### config.mk
export PLATFORM = sky130hd
export DESIGN_NAME = layered_hit_clustering_unit
export DESIGN_NICKNAME = d
export VERILOG_FILES = /design/src/rtl/lhc_pkg.sv /design/src/rtl/lhc_ram.sv /design/src/rtl/lhc_match.sv /design/src/rtl/layered_hit_clustering_unit.sv
export SDC_FILE = /design/constraint.sdc
export NUM_CORES = 2
export LEC_CHECK = 0
export BUFFER_PORTS_ARGS = -buffer_cell sky130_fd_sc_hd__buf_2
export CELL_PAD_IN_SITES_DETAIL_PLACEMENT = 1
export CELL_PAD_IN_SITES_GLOBAL_PLACEMENT = 2
export CORE_MARGIN = 2
export CORE_UTILIZATION = 44
export CTS_BUF_LIST = sky130_fd_sc_hd__clkbuf_4
export DETAILED_ROUTE_END_ITERATION = 6
export GPL_TIMING_DRIVEN = 1
export PLACE_DENSITY_LB_ADDON = 0.1
export SLEW_MARGIN = 10
export SYNTH_ARGS = -nofsm -noshare
export SYNTH_HDL_FRONTEND = slang
export SYNTH_HIERARCHICAL = 1
export SYNTH_SLANG_ARGS = --single-unit
### constraint.sdc
create_clock -name clk -period 8.7 [get_ports clk]
set_input_delay 1.305 -clock clk [delete_from_list [all_inputs] [get_ports clk]]
set_output_delay 1.305 -clock clk [all_outputs]
set_load 0.05 [all_outputs]
### src/rtl/lhc_pkg.sv
// Shared types, constants and state encoding for the layered hit clustering block.
`default_nettype none

package lhc_pkg;

    // Store and geometry
    localparam int MAX_HITS   = 64;
    localparam int NUM_LAYERS = 6;
    localparam int IDX_W      = $clog2(MAX_HITS);
    localparam int CNT_W      = $clog2(MAX_HITS + 1);
    localparam int LAYER_W    = 3;
    localparam int X_W        = 7;
    localparam int LBL_W      = 7;
    localparam int CHAIN_DEPTH = NUM_LAYERS - 1;
    localparam int CHAIN_W    = $clog2(NUM_LAYERS);
    localparam int LIMIT_W    = X_W + $clog2(NUM_LAYERS);
    localparam int HIT_W      = LAYER_W + X_W;

    // Configuration port
    localparam int EPS_W      = 7;
    localparam int MINP_W     = 3;
    localparam int CFG_DATA_W = 7;
    localparam int CFG_IDX_W  = 1;
    localparam logic [CFG_IDX_W-1:0] REG_EPS        = 1'd0;
    localparam logic [CFG_IDX_W-1:0] REG_MIN_POINTS = 1'd1;
    localparam logic [EPS_W-1:0]  EPS_RESET  = 7'd2;
    localparam logic [MINP_W-1:0] MINP_RESET = 3'd4;

    // Label codes
    localparam logic signed [LBL_W-1:0] LBL_FREE  = -7'sd2;
    localparam logic signed [LBL_W-1:0] LBL_NOISE = -7'sd1;

    // Input transaction
    typedef struct packed {
        logic [LAYER_W-1:0] layer;
        logic [X_W-1:0]     xpos;
        logic               final_hit;
    } hit_in_t;

    // Output transaction
    typedef struct packed {
        logic signed [LBL_W-1:0] cluster_label;
        logic                    last_label;
        logic                    overflowed;
    } label_out_t;

    // Control of the shared match unit
    typedef struct packed {
        logic clear;
        logic sample;
    } match_ctrl_t;

    // Sequencer states
    typedef enum logic [3:0] {
        ST_IDLE,
        ST_SEED_RD,
        ST_SEED_CHK,
        ST_SCAN,
        ST_LABEL,
        ST_SEED_NEXT,
        ST_OUT_RD,
        ST_OUT_LOAD,
        ST_OUT_WAIT
    } state_t;

endpackage

`default_nettype wire

### src/rtl/lhc_ram.sv
// Generic single write port, single registered read port RAM.
`default_nettype none

module lhc_ram #(
    parameter int WIDTH = 8,
    parameter int DEPTH = 64
) (
    input  wire logic                     clk,
    input  wire logic                     we,
    input  wire logic [$clog2(DEPTH)-1:0] waddr,
    input  wire logic [WIDTH-1:0]         wdata,
    input  wire logic [$clog2(DEPTH)-1:0] raddr,
    output logic      [WIDTH-1:0]         rdata
);

    logic [WIDTH-1:0] mem [DEPTH];

    // Write port
    always_ff @(posedge clk)
    begin
        if (we)
        begin
            mem[waddr] <= wdata;
        end
    end

    // Registered read port
    always_ff @(posedge clk)
    begin
        rdata <= mem[raddr];
    end

endmodule

`default_nettype wire

### src/rtl/lhc_match.sv
// Shared distance/compare unit that tracks the nearest free hit of one layer scan.
`default_nettype none

module lhc_match (
    input  wire logic                            clk,
    input  wire logic                            rst_n,
    input  wire lhc_pkg::match_ctrl_t            ctrl,
    input  wire logic [lhc_pkg::IDX_W-1:0]       cand_idx,
    input  wire logic [lhc_pkg::LAYER_W-1:0]     cand_layer,
    input  wire logic [lhc_pkg::X_W-1:0]         cand_x,
    input  wire logic signed [lhc_pkg::LBL_W-1:0] cand_label,
    input  wire logic [lhc_pkg::LAYER_W-1:0]     want_layer,
    input  wire logic [lhc_pkg::X_W-1:0]         qx,
    input  wire logic [lhc_pkg::LIMIT_W-1:0]     limit,
    output logic                                 found,
    output logic [lhc_pkg::IDX_W-1:0]            best_idx,
    output logic [lhc_pkg::X_W-1:0]              best_x
);

    logic                      found_reg;
    logic [lhc_pkg::IDX_W-1:0] best_idx_reg;
    logic [lhc_pkg::X_W-1:0]   best_x_reg;
    logic [lhc_pkg::X_W-1:0]   best_d_reg;
    logic [lhc_pkg::X_W-1:0]   dx_abs;
    logic                      take;

    // |dx| and acceptance: wanted layer, free, in window, and strictly nearer than the best so far
    always_comb
    begin
        dx_abs = (cand_x >= qx) ? (cand_x - qx) : (qx - cand_x);
        take = ctrl.sample
            && (cand_layer == want_layer)
            && (cand_label == lhc_pkg::LBL_FREE)
            && ({{(lhc_pkg::LIMIT_W - lhc_pkg::X_W){1'b0}}, dx_abs} <= limit)
            && (!found_reg || (dx_abs < best_d_reg));
    end

    // Found flag
    always_ff @(posedge clk or negedge rst_n)
    begin
        if (!rst_n)
        begin
            found_reg <= 1'b0;
        end
        else if (ctrl.clear)
        begin
            found_reg <= 1'b0;
        end
        else if (take)
        begin
            found_reg <= 1'b1;
        end
    end

    // Best candidate payload
    always_ff @(posedge clk)
    begin
        if (take)
        begin
            best_idx_reg <= cand_idx;
            best_x_reg   <= cand_x;
            best_d_reg   <= dx_abs;
        end
    end

    assign found    = found_reg;
    assign best_idx = best_idx_reg;
    assign best_x   = best_x_reg;

endmodule

`default_nettype wire

### src/rtl/layered_hit_clustering_unit.sv
// Layered hit clustering: hit store, clustering sequencer and label output.
//
// Usage: hits arrive one transaction at a time on hit_valid/hit_ready/hit_data
// and are stored as they arrive; up to 64 hits per event, further hits are
// dropped and the event's overflowed flag is set. The hit with final_hit set
// closes the event: the block then drops hit_ready and clusters the stored
// hits, layer by layer from the top. Every stored hit is visited once per
// layer (read, check, advance). A free seed of layer L also scans all N stored
// hits once per lower layer through one shared compare unit, one hit per
// cycle, then writes one label per hit it labels. Labels then leave in load
// order on lbl_valid/lbl_ready/lbl_data, one transaction per stored hit; each
// is read from the label store, loaded into the output register and taken
// before the next is read. last_label marks the last one. A stall holds the
// label in the output register. After the last label is taken the block
// clears its counters and accepts the next event. Reset sets eps to 2 and
// min_points to 4 and empties the store; no clearing pass is needed. cfg_we
// writes register cfg_idx (0 eps, 1 min_points); the user must write only
// while the block is idle, the block itself does not enforce it.
`default_nettype none

module layered_hit_clustering_unit (
    input  wire logic                               clk,
    input  wire logic                               rst_n,
    input  wire logic                               hit_valid,
    output logic                                    hit_ready,
    input  wire lhc_pkg::hit_in_t                   hit_data,
    output logic                                    lbl_valid,
    input  wire logic                               lbl_ready,
    output lhc_pkg::label_out_t                     lbl_data,
    input  wire logic                               cfg_we,
    input  wire logic [lhc_pkg::CFG_IDX_W-1:0]      cfg_idx,
    input  wire logic [lhc_pkg::CFG_DATA_W-1:0]     cfg_data
);

    lhc_pkg::state_t state_reg, state_next;

    logic [lhc_pkg::CNT_W-1:0]     count_reg, count_next;
    logic                          dropped_reg, dropped_next;
    logic [lhc_pkg::CNT_W-1:0]     next_cl_reg, next_cl_next;
    logic [lhc_pkg::EPS_W-1:0]     eps_reg;
    logic [lhc_pkg::MINP_W-1:0]    minp_reg;
    logic [lhc_pkg::LAYER_W-1:0]   cur_layer_reg, cur_layer_next;
    logic [lhc_pkg::IDX_W-1:0]     seed_idx_reg, seed_idx_next;
    logic [lhc_pkg::X_W-1:0]       qx_reg, qx_next;
    logic [lhc_pkg::LAYER_W-1:0]   li_reg, li_next;
    logic [lhc_pkg::LIMIT_W-1:0]   limit_reg, limit_next;
    logic [lhc_pkg::CHAIN_W-1:0]   len_reg, len_next;
    logic [lhc_pkg::IDX_W-1:0]     chain_reg [lhc_pkg::CHAIN_DEPTH];
    logic                          chain_we;
    logic [lhc_pkg::CNT_W-1:0]     scan_addr_reg, scan_addr_next;
    logic                          pend_v_reg, pend_v_next;
    logic [lhc_pkg::IDX_W-1:0]     pend_idx_reg, pend_idx_next;
    logic [lhc_pkg::CHAIN_W-1:0]   lab_cnt_reg, lab_cnt_next;
    logic [lhc_pkg::IDX_W-1:0]     out_idx_reg, out_idx_next;
    logic                          out_valid_reg, out_valid_next;
    lhc_pkg::label_out_t           out_data_reg, out_data_next;

    // Memory ports
    logic                           hit_we;
    logic [lhc_pkg::IDX_W-1:0]      hit_waddr;
    logic [lhc_pkg::HIT_W-1:0]      hit_wdata;
    logic [lhc_pkg::HIT_W-1:0]      hit_rdata;
    logic                           lbl_we;
    logic [lhc_pkg::IDX_W-1:0]      lbl_waddr;
    logic [lhc_pkg::LBL_W-1:0]      lbl_wdata;
    logic [lhc_pkg::LBL_W-1:0]      lbl_rdata;
    logic [lhc_pkg::IDX_W-1:0]      rd_addr;

    logic [lhc_pkg::LAYER_W-1:0]    rd_layer;
    logic [lhc_pkg::X_W-1:0]        rd_x;
    logic signed [lhc_pkg::LBL_W-1:0] rd_label;

    lhc_pkg::match_ctrl_t           mctrl;
    logic                           m_found;
    logic [lhc_pkg::IDX_W-1:0]      m_best_idx;
    logic [lhc_pkg::X_W-1:0]        m_best_x;

    logic [lhc_pkg::MINP_W-1:0]     need;
    logic                           is_cluster;
    logic [lhc_pkg::CHAIN_W-1:0]    chain_sel;
    logic                           hit_acc;
    logic                           last_seed;
    logic                           scan_more;

    assign rd_layer = hit_rdata[lhc_pkg::HIT_W-1 -: lhc_pkg::LAYER_W];
    assign rd_x     = hit_rdata[lhc_pkg::X_W-1:0];
    assign rd_label = $signed(lbl_rdata);

    // Hit store: layer and x
    lhc_ram #(
        .WIDTH (lhc_pkg::HIT_W),
        .DEPTH (lhc_pkg::MAX_HITS)
    ) u_hit_ram (
        .clk   (clk),
        .we    (hit_we),
        .waddr (hit_waddr),
        .wdata (hit_wdata),
        .raddr (rd_addr),
        .rdata (hit_rdata)
    );

    // Label store
    lhc_ram #(
        .WIDTH (lhc_pkg::LBL_W),
        .DEPTH (lhc_pkg::MAX_HITS)
    ) u_lbl_ram (
        .clk   (clk),
        .we    (lbl_we),
        .waddr (lbl_waddr),
        .wdata (lbl_wdata),
        .raddr (rd_addr),
        .rdata (lbl_rdata)
    );

    // Shared nearest-hit compare unit; candidate is the hit read last cycle
    lhc_match u_match (
        .clk        (clk),
        .rst_n      (rst_n),
        .ctrl       (mctrl),
        .cand_idx   (pend_idx_reg),
        .cand_layer (rd_layer),
        .cand_x     (rd_x),
        .cand_label (rd_label),
        .want_layer (li_reg),
        .qx         (qx_reg),
        .limit      (limit_reg),
        .found      (m_found),
        .best_idx   (m_best_idx),
        .best_x     (m_best_x)
    );

    // Configuration registers
    always_ff @(posedge clk or negedge rst_n)
    begin
        if (!rst_n)
        begin
            eps_reg  <= lhc_pkg::EPS_RESET;
            minp_reg <= lhc_pkg::MINP_RESET;
        end
        else if (cfg_we)
        begin
            case (cfg_idx)
                lhc_pkg::REG_EPS:        eps_reg  <= cfg_data[lhc_pkg::EPS_W-1:0];
                lhc_pkg::REG_MIN_POINTS: minp_reg <= cfg_data[lhc_pkg::MINP_W-1:0];
                default:                 ;
            endcase
        end
    end

    // Control state
    always_ff @(posedge clk or negedge rst_n)
    begin
        if (!rst_n)
        begin
            state_reg     <= lhc_pkg::ST_IDLE;
            count_reg     <= '0;
            dropped_reg   <= 1'b0;
            next_cl_reg   <= '0;
            cur_layer_reg <= '0;
            seed_idx_reg  <= '0;
            li_reg        <= '0;
            len_reg       <= '0;
            scan_addr_reg <= '0;
            pend_v_reg    <= 1'b0;
            lab_cnt_reg   <= '0;
            out_idx_reg   <= '0;
            out_valid_reg <= 1'b0;
        end
        else
        begin
            state_reg     <= state_next;
            count_reg     <= count_next;
            dropped_reg   <= dropped_next;
            next_cl_reg   <= next_cl_next;
            cur_layer_reg <= cur_layer_next;
            seed_idx_reg  <= seed_idx_next;
            li_reg        <= li_next;
            len_reg       <= len_next;
            scan_addr_reg <= scan_addr_next;
            pend_v_reg    <= pend_v_next;
            lab_cnt_reg   <= lab_cnt_next;
            out_idx_reg   <= out_idx_next;
            out_valid_reg <= out_valid_next;
        end
    end

    // Payload registers
    always_ff @(posedge clk)
    begin
        qx_reg       <= qx_next;
        limit_reg    <= limit_next;
        pend_idx_reg <= pend_idx_next;
        out_data_reg <= out_data_next;
        if (chain_we)
        begin
            chain_reg[len_reg] <= m_best_idx;
        end
    end

    // Sequencer: next state, memory ports and datapath control
    always_comb
    begin
        state_next     = state_reg;
        count_next     = count_reg;
        dropped_next   = dropped_reg;
        next_cl_next   = next_cl_reg;
        cur_layer_next = cur_layer_reg;
        seed_idx_next  = seed_idx_reg;
        qx_next        = qx_reg;
        li_next        = li_reg;
        limit_next     = limit_reg;
        len_next       = len_reg;
        scan_addr_next = scan_addr_reg;
        pend_v_next    = 1'b0;
        pend_idx_next  = scan_addr_reg[lhc_pkg::IDX_W-1:0];
        lab_cnt_next   = lab_cnt_reg;
        out_idx_next   = out_idx_reg;
        out_valid_next = out_valid_reg;
        out_data_next  = out_data_reg;
        chain_we       = 1'b0;
        mctrl          = '0;

        hit_we    = 1'b0;
        hit_waddr = count_reg[lhc_pkg::IDX_W-1:0];
        hit_wdata = {hit_data.layer, hit_data.xpos};
        lbl_we    = 1'b0;
        lbl_waddr = count_reg[lhc_pkg::IDX_W-1:0];
        lbl_wdata = lhc_pkg::LBL_FREE;
        rd_addr   = seed_idx_reg;

        hit_acc   = hit_valid && (state_reg == lhc_pkg::ST_IDLE);
        last_seed = ({1'b0, seed_idx_reg} + 1'b1) == count_reg;
        scan_more = scan_addr_reg < count_reg;
        need       = (minp_reg == '0) ? '0 : (minp_reg - 1'b1);
        is_cluster = lhc_pkg::MINP_W'(len_reg) >= need;
        chain_sel  = lab_cnt_reg - 1'b1;

        case (state_reg)
            // Load hits until the final one of the event
            lhc_pkg::ST_IDLE:
            begin
                if (hit_acc)
                begin
                    if (count_reg < lhc_pkg::CNT_W'(lhc_pkg::MAX_HITS))
                    begin
                        hit_we     = 1'b1;
                        lbl_we     = 1'b1;
                        count_next = count_reg + 1'b1;
                    end
                    else
                    begin
                        dropped_next = 1'b1;
                    end
                    if (hit_data.final_hit)
                    begin
                        cur_layer_next = lhc_pkg::LAYER_W'(lhc_pkg::NUM_LAYERS - 1);
                        seed_idx_next  = '0;
                        state_next     = lhc_pkg::ST_SEED_RD;
                    end
                end
            end

            lhc_pkg::ST_SEED_RD:
            begin
                rd_addr    = seed_idx_reg;
                state_next = lhc_pkg::ST_SEED_CHK;
            end

            // Is this hit a free seed of the current layer?
            lhc_pkg::ST_SEED_CHK:
            begin
                if ((rd_layer == cur_layer_reg) && (rd_label == lhc_pkg::LBL_FREE))
                begin
                    qx_next      = rd_x;
                    limit_next   = lhc_pkg::LIMIT_W'(eps_reg);
                    len_next     = '0;
                    lab_cnt_next = '0;
                    if (cur_layer_reg == '0)
                    begin
                        state_next = lhc_pkg::ST_LABEL;
                    end
                    else
                    begin
                        li_next        = cur_layer_reg - 1'b1;
                        scan_addr_next = '0;
                        mctrl.clear    = 1'b1;
                        state_next     = lhc_pkg::ST_SCAN;
                    end
                end
                else
                begin
                    state_next = lhc_pkg::ST_SEED_NEXT;
                end
            end

            // One layer scan: issue a read per cycle, compare the one read before
            lhc_pkg::ST_SCAN:
            begin
                rd_addr      = scan_addr_reg[lhc_pkg::IDX_W-1:0];
                mctrl.sample = pend_v_reg;
                if (scan_more)
                begin
                    pend_v_next    = 1'b1;
                    scan_addr_next = scan_addr_reg + 1'b1;
                end
                else if (!pend_v_reg)
                begin
                    if (m_found)
                    begin
                        chain_we   = 1'b1;
                        len_next   = len_reg + 1'b1;
                        qx_next    = m_best_x;
                        limit_next = lhc_pkg::LIMIT_W'(eps_reg);
                    end
                    else
                    begin
                        limit_next = limit_reg + lhc_pkg::LIMIT_W'(eps_reg);
                    end
                    if (li_reg == '0)
                    begin
                        lab_cnt_next = '0;
                        state_next   = lhc_pkg::ST_LABEL;
                    end
                    else
                    begin
                        li_next        = li_reg - 1'b1;
                        scan_addr_next = '0;
                        mctrl.clear    = 1'b1;
                    end
                end
            end

            // Write the seed's label, then, for a cluster, one chain member per cycle
            lhc_pkg::ST_LABEL:
            begin
                lbl_we = 1'b1;
                if (lab_cnt_reg == '0)
                begin
                    lbl_waddr = seed_idx_reg;
                end
                else
                begin
                    lbl_waddr = chain_reg[chain_sel];
                end
                lbl_wdata = is_cluster ? lhc_pkg::LBL_W'(next_cl_reg) : lhc_pkg::LBL_NOISE;
                if (!is_cluster)
                begin
                    state_next = lhc_pkg::ST_SEED_NEXT;
                end
                else if (lab_cnt_reg == len_reg)
                begin
                    next_cl_next = next_cl_reg + 1'b1;
                    state_next   = lhc_pkg::ST_SEED_NEXT;
                end
                else
                begin
                    lab_cnt_next = lab_cnt_reg + 1'b1;
                end
            end

            // Advance to the next seed, or the next lower layer
            lhc_pkg::ST_SEED_NEXT:
            begin
                if (last_seed)
                begin
                    seed_idx_next = '0;
                    if (cur_layer_reg == '0)
                    begin
                        out_idx_next = '0;
                        state_next   = lhc_pkg::ST_OUT_RD;
                    end
                    else
                    begin
                        cur_layer_next = cur_layer_reg - 1'b1;
                        state_next     = lhc_pkg::ST_SEED_RD;
                    end
                end
                else
                begin
                    seed_idx_next = seed_idx_reg + 1'b1;
                    state_next    = lhc_pkg::ST_SEED_RD;
                end
            end

            lhc_pkg::ST_OUT_RD:
            begin
                rd_addr    = out_idx_reg;
                state_next = lhc_pkg::ST_OUT_LOAD;
            end

            // Unlabeled hits (out-of-range layer) report as noise
            lhc_pkg::ST_OUT_LOAD:
            begin
                out_data_next.cluster_label =
                    (rd_label == lhc_pkg::LBL_FREE) ? lhc_pkg::LBL_NOISE : rd_label;
                out_data_next.last_label =
                    ({1'b0, out_idx_reg} + 1'b1) == count_reg;
                out_data_next.overflowed = dropped_reg;
                out_valid_next = 1'b1;
                state_next     = lhc_pkg::ST_OUT_WAIT;
            end

            lhc_pkg::ST_OUT_WAIT:
            begin
                if (lbl_ready)
                begin
                    out_valid_next = 1'b0;
                    if (out_data_reg.last_label)
                    begin
                        count_next   = '0;
                        next_cl_next = '0;
                        dropped_next = 1'b0;
                        state_next   = lhc_pkg::ST_IDLE;
                    end
                    else
                    begin
                        out_idx_next = out_idx_reg + 1'b1;
                        state_next   = lhc_pkg::ST_OUT_RD;
                    end
                end
            end

            default:
            begin
                state_next = lhc_pkg::ST_IDLE;
            end
        endcase
    end

    assign hit_ready = (state_reg == lhc_pkg::ST_IDLE);
    assign lbl_valid = out_valid_reg;
    assign lbl_data  = out_data_reg;

endmodule

`default_nettype wire
==> reports/results.txt <==
Fmax - 201 MHz
Comb power frac - 0.318
Fin crit period - 4.98 ns
Netlist cell types - 85
Clk sink count - 1250
Worst setup EP type - register
GPL Wtd Cong - 0.800
TritonCTS clock tree - built
Max Fanout on Critical Path - 79
Worst Max-Slew Pin Slew - 1.29 ns
Clock skew - 0.0729 ns
Num ports - 35
Post-synthesis register bit count - 1250
Die area - 120000 um2
Post-synth EDFFs - 1164
Slew Viols, Final - 0
Worst Hold Class - in2async
Layout cells sized above 1 - 0.276
RSZ-0062 raised after global routing - no
Synth Area in Simple Gates - 0.0548
Pwr Total - 17900 uW
Synth Area in Compound Gates - 0.0471
Root buf cell - clkbuf_4
Setup bufs post-CTS - 0
Final Hold Vio Count - 0
Most frequent cells in the layout - 1164 x edfxtp_1, 485 x clkbuf_4, 266 x mux4_2
Max FFs per register - 640
Relative slew slack - 0.135
PwrDens - 312 nW/um2
H-tree depth - 5
Vias in the first global route - 30700
Sw power - 6130 uW
Max Used Layer - met4
M1 WL - 58700 um
Cells after synthesis - 2854
Core Rows - 125
Initial Util - 0.443
CP Class - reg2reg
Total wire length - 135000 um
Crit path DAT - 6.00 ns
First-pass GRT wire length - 203000 um
Syn avg cell area - 18.0 um2
Largest family of logic cells by synthesized area - multiplexers
Aggregate global routing overflow - 0
Status - complete, no violations
Flop pwr share - 0.402
FFs w/ async S/R, synth - 0.0504
Final worst path period share - 0.572
Synth Area in Adders - 0.0150
Leakage power - 0.0180 uW
DRC - 0
Detailed placement HPWL - 82900 um
Sequential element share of the synthesized area - 0.719
Mapped cell area - 51400 um2
Sw frac - 0.343
Synthesis-to-finish area growth - 11.6%
Internal - 11800 uW
Ys Warns - 6
Synth area leader - edfxtp_1
Port-buffer cells - 34
Post_cts resized - 0
Max Cap Violations - 0
Core area - 116000 um2
CTS clk-pin slew, worst paths - 0.07 ns
Clock power share - 0.280
Largest net degree at the start of global routing - 120
Setup crit start kind - register
Die Y - 346 um
XOR/XNOR Fraction of Synth Area - 0.00681
WL/cell - 27.6 um
Initial antenna violation count - 3
Bufs on Longest Clock Path - 4
Synth top area share - 0.680
Most used DFF post-synth - edfxtp_1
Nets@finish - 3223
1st-iter DRT viols - 2125
Syn Nets - 2938
Met3 WL post-DR - 6230 um
VDD IR max - 0.233 mV
Required @ worst endpoint - 9.72 ns
ANT nets after route - 0
Via count - 28100
Clk_lat worst skew - 1.25 ns
Total CTS buffers - 343
Synth top area cells - edfxtp_1 68%, mux4_2 12%, dfrtp_1 3.0%
Total negative setup slack - 0 ns
Post-synthesis mux area share - 0.136
GRT Total Usage - 0.229
Via-per-instance ratio - 5.74
Final setup vio count - 0
Most common cell after layout, fill and taps aside - edfxtp_1
TritonRoute pass-1 iters - 7
Met2 wire length - 67600 um
Hold_buf cts - 0
Die X - 346 um
## stage by stage
step	setup WS [ns]	std cells	utilization	hold WS (ns)	cell area (um2)
3_3_place_gp	3.67	4317	0.459	0.389	53300
4_1_cts	3.60	4889	0.494	0.110	57400
2_1_floorplan	4.50	2854	-	0.386	51400
5_1_grt	3.37	4896	0.495	0.164	57400
6_report	3.72	4896	0.495	0.274	57400
3_5_place_dp	3.64	4317	0.459	0.390	53300
## per-layer routing
metal | GRT usage | vias to the layer above
met2 | 0.381 | 745
met3 | 0.0451 | 192
met1 | 0.307 | 14900
met5 | 0 | -
li1 | - | 12300
met4 | 0.0684 | 0
## synth_stat cells, types with 11 or more instances
master / number
mux4_2: 266
a211oi_1: 12
xor2_1: 15
nand3b_1: 11
o21ai_0: 53
o22ai_1: 27
edfxtp_1: 1164
nor3_1: 29
a21oi_1: 53
a31oi_1: 21
nand3_1: 54
o221ai_1: 16
buf_4: 11
xnor2_1: 25
inv_1: 64
dfrtp_1: 61
mux2i_1: 78
buf_6: 19
a22oi_1: 33
nor2_1: 194
o211ai_1: 11
mux2_2: 17
ha_1: 57
nand4_1: 15
nand2_1: 124
dfxtp_1: 23
nand2b_1: 23
a22o_1: 13
or3_1: 15
clkbuf_1: 77
buf_2: 42
a21o_1: 15
o31ai_1: 16
nor2b_1: 29
## final timing paths
kind                                      start                   to  slack, ns  cells past startpoint
worst max register to register     state_reg[2]   u_hit_ram/rdata[8]       3.72                     10
worst max-delay path               state_reg[2]   u_hit_ram/rdata[8]       3.72                     10
max in group asynchronous                 rst_n            lbl_valid       7.76                      2
min in group clk                    cfg_data[6]           eps_reg[6]       0.29                      2
worst min-delay path                      rst_n     scan_addr_reg[0]       0.27                      2
worst min register to register  pend_idx_reg[5]  u_match/best_idx[5]       0.37                      0
## layout make-up
cell class	instances	area, um2
Fill cell	11000	58700
Sequential cell	1250	37000
Multi-Input combinational cell	1383	13400
Clock buffer	485	3640
Tap cell	1524	1910
Timing Repair Buffer	97	738
Clock inverter	87	425
Inverter	64	240
Antenna cell	6	15.0
## cell families after synthesis
| group | Yosys count |
|---|---|
| DFF | 1250 |
| AOI/OAI and AO/OA | 348 |
| and+or+nand+nor | 573 |
| xor gates and xnor gates | 40 |
| adders and majority gates | 60 |
| buffers and inverters | 221 |
| muxes | 362 |
## power groups by stage
stage | Clock [uW] | Sequential, uW | Combinational [uW]
2_1_floorplan | 0 | 7110 | 4070
3_5_place_dp | 0 | 7310 | 5780
3_3_place_gp | 0 | 7300 | 5680
5_1_grt | 5500 | 7210 | 6140
6_report | 5010 | 7180 | 5700
4_1_cts | 5200 | 7190 | 5800
## worst max-delay path, cell delays in order (launching register included)
cell and delay, ns:
dfrtp_1 0.57, nor2b_1 0.21, nand2_1 0.07, nor2_1 0.46
a22oi_1 0.23, nand2_4 0.59, buf_12 0.47, mux4_2 0.64
mux4_2 0.54, o211ai_1 0.52, nand3_1 0.22
No activity file was read; power rests on OpenSTA's default activity.
